===== config.mk =====
export PLATFORM = sky130hd
export DESIGN_NAME = teq_ram
export DESIGN_NICKNAME = d
export VERILOG_FILES = /design/src/hw/rtl/teq_ram.sv
export SDC_FILE = /design/constraint.sdc
export NUM_CORES = 1
export LEC_CHECK = 0
export ABC_CLOCK_PERIOD_IN_PS = 1600
export BUFFER_PORTS_ARGS = -buffer_cell sky130_fd_sc_hd__buf_2
export CAP_MARGIN = 10
export CELL_PAD_IN_SITES_DETAIL_PLACEMENT = 1
export CELL_PAD_IN_SITES_GLOBAL_PLACEMENT = 2
export CORE_ASPECT_RATIO = 1.2
export CORE_MARGIN = 2
export CORE_UTILIZATION = 30
export DETAILED_ROUTE_END_ITERATION = 12
export GPL_TIMING_DRIVEN = 0
export PLACE_DENSITY = 0.69
export REMOVE_ABC_BUFFERS = 1
export SYNTH_ARGS = -nofsm -noshare
export SYNTH_HDL_FRONTEND = slang
export SYNTH_SLANG_ARGS = --single-unit

===== constraint.sdc =====
create_clock -name i_clk -period 1.6 [get_ports i_clk]
set_input_delay 0.32 -clock i_clk [delete_from_list [all_inputs] [get_ports i_clk]]
set_output_delay 0.32 -clock i_clk [all_outputs]
set_load 0.1 [all_outputs]

===== src/hw/rtl/teq_ram.sv =====
module teq_ram #(
    parameter int WIDTH = 8,
    parameter int DEPTH = 4
) (
    input  logic                     i_clk,
    input  logic                     i_we,
    input  logic [$clog2(DEPTH)-1:0] i_waddr,
    input  logic [WIDTH-1:0]         i_wdata,
    input  logic [$clog2(DEPTH)-1:0] i_raddr,
    output logic [WIDTH-1:0]         o_rdata
);
    logic [WIDTH-1:0] r_mem [DEPTH];

    always_ff @(posedge i_clk) begin
        if (i_we) begin
            r_mem[i_waddr] <= i_wdata;
        end
        o_rdata <= r_mem[i_raddr];
    end
endmodule

==> flow_summary.toml <==
[synthesis]
ys_top_cells_by_area = "edfxtp_1 (71%), mux4_2 (13%), dfxtp_1 (12%), and3b_1 (1.3%), buf_6 (0.83%)"
yosysTopAreaCell = "edfxtp_1"
synth_seq_area_share_pct = 83.12
synth_async_sr_flop_share_pct = 0
synth_most_common_cell = "edfxtp_1"
ys.flop_type = "edfxtp_1"
synth_edf_count = 32
ys_seq_elements = 40
syn_avg_cell_area_um2 = 24.98
yosys-top-cells-count = "edfxtp_1 (32), dfxtp_1 (8), mux4_2 (8)"
synthCells = 54
ys_types = 8
netlist_area_um2 = 1349
synth_top_area_share_pct = 71.24
ys_warn_count = 0

[critical_path]
worstSetupPathType = "register to primary output"
cp_cell_sequence = "buf_2"
r2r_cells = 1
critPathRequiredTime_ns = 1.28
reg2reg_from = "r_mem[2][6]$_DFFE_PP_"
path_buf_inv = 1
worst-path-stages = 1
endpoint = "o_rdata[5]"
arrival_ns = 1.02
crit-reg2reg-capture = "o_rdata[6]$_DFF_P_"
startpoint = "o_rdata[5]$_DFF_P_"
max_stage_delay_ns = 0.42
rrSetupSlack_ns = 0.64
slowest_stage = "buf_2"
cp-start-kind = "register"
end_kind = "primary output"
crit_family = "buffers and inverters"
path_max_fanout = 1

[power]
pwr-share-seq_pct = 56.7
p_sw_share_pct = 24.57
pwr-share-comb_pct = 11.9
p_sw_uw = 519.2
p_per_area_nw_per_um2 = 1318
p_clk_share_pct = 31.4
power.leakage_uw = 0.0005633
peakVddDrop_mv = 0.4278
p_int_uw = 1593

[die]
fp.dieH_um = 77.45
die_area_um2 = 5051
num_rows = 26
coreArea_um2 = 4294
initial_core_util_pct = 31.41
die_x_um = 65.21
io_pins = 22

[job]
max_cap_viol_count = 0

[timing]
fin_setup_tns_ns = 0
setup_viol = 0
max-slew-margin-rel_pct = 49.90
period_share_pct = 83.69
fin_skew_ns = 0.002807
slew_viol_final = 0
period_needed_ns = 1.339
final_hold_viol_count = 0
tightest_slew_ns = 0.7482
max_freq_mhz = 746.8
rsz0062_at_grt = "no"

[placement]
port_buffers = 21
place_area_um2 = 1513
gp_congestion = 0.6301

[drt]
viasPerCell = 4.387
vias = 601
dr.pass1.iters = 4
drcViolationCount = 0
postRouteAntennaNets = 0
drt-wirelength-per-cell_um = 15.57
postRouteWirelength_um = 2133
drtIter0Drc = 21

[clock_tree]
holdBufCountCts = 0
clock_latency_ns = 0.28
cts_buffer_depth = 2
cts_buffers = 5
clk_pin_slew_ns = 0.07
ctsResizeCount = 0
cts_setup_buffers = 0
cts_tree = "done"
root_buffer = "clkbuf_8"
h-tree-depth = 2
cts_sinks = 40

[global_route]
antenna_found_initial = 0
grt_pass1_vias = 640
grt_max_degree = 12
grt_pass1_wl_um = 3415
grtUsageTotal_pct = 9.746
overflow = 0

[final_layout]
nets = 94
nFillCells = 460
layout-drive-gt1-share_pct = 44.44
fin_area_um2 = 1603
n_antenna_cell = 0
area_delta_synth_final_pct = 18.83
fin_util_pct = 37.33

[run_status]
outcome = "complete, no violations"

[worst_hold_path]
hold_class = "input pin to register"
-- per-stage QoR --
step / setup WS, ns / instances / power [uW] / hold WS (ns)
finish: 0.2609 / 137 / 2113 / 0.2533
global route: 0.2129 / 137 / 2209 / 0.2380
CTS: 0.2375 / 137 / 2147 / 0.2417
detailed placement: 0.07720 / 129 / 1478 / 0.5415
global placement: -0.4207 / 129 / 1469 / 0.5312
floorplan: 0.2159 / 52 / 1409 / 0.4189
-- placed cells by master, fill, tap and decap left out --
master / synthesis / layout
and3_1: 1 / 1
dfxtp_1: 8 / 8
edfxtp_1: 32 / 32
buf_2: 0 / 21
clkbuf_8: 0 / 6
and3b_1: 2 / 2
clkbuf_1: 0 / 2
mux4_2: 8 / 8
nor3b_2: 0 / 1
-- per-layer routing --
| metal | global-route usage (%) | share of wire, % | vias up |
|---|---|---|---|
| met2 | 14.90 | 52 | 21 |
| met3 | 3.913 | 6.2 | 5 |
| met4 | 5.625 | 2.4 | 0 |
| met1 | 11.50 | 39 | 302 |
| met5 | 0 | 0 | - |
| li1 | - | - | 273 |
-- power by group through the flow --
stage	Clock, uW	Sequential (uW)	Combinational [uW]
after global routing	741	1200	264
after detailed placement	0	1220	256
after global placement	0	1220	251
final	663	1200	252
after CTS	691	1200	256
after floorplan	0	1370	43.7
-- layout make-up --
class                      count  area [um^2]  share of cell area (%)
sequential                    40         1121                   69.95
multi-input combinational     12        216.5                   13.51
timing repair buffer          21        105.1                   6.557
clock buffer                   8        90.09                   5.621
tap                           56        70.07                   4.372
-- registers in the layout, summed over array words and instances (netlist names) --
signal / cells
o_rdata: 8
r_mem: 32
-- worst min-delay path by stage --
stage | slack (ns) | startpoint | cells past startpoint | to
4_1_cts | 0.24 | i_wdata[6] | 1 | r_mem[1][6]$_DFFE_PP_
3_3_place_gp | 0.53 | i_wdata[2] | 1 | r_mem[0][2]$_DFFE_PP_
3_5_place_dp | 0.54 | i_wdata[2] | 1 | r_mem[2][2]$_DFFE_PP_
5_1_grt | 0.24 | i_wdata[6] | 1 | r_mem[0][6]$_DFFE_PP_
6_report | 0.25 | i_wdata[3] | 1 | r_mem[0][3]$_DFFE_PP_
2_1_floorplan | 0.42 | i_wdata[0] | 0 | r_mem[0][0]$_DFFE_PP_
-- kinds of logic (layout without fill, tap and decap cells) --
family	count (synthesis)	in the layout	share of synthesized area, %
buffers and inverters	2	29	1.206
flip-flops	40	40	83.12
multiplexers	8	8	13.36
AND/OR/NAND/NOR	4	4	2.320
Power figures use the tool's default switching activity.
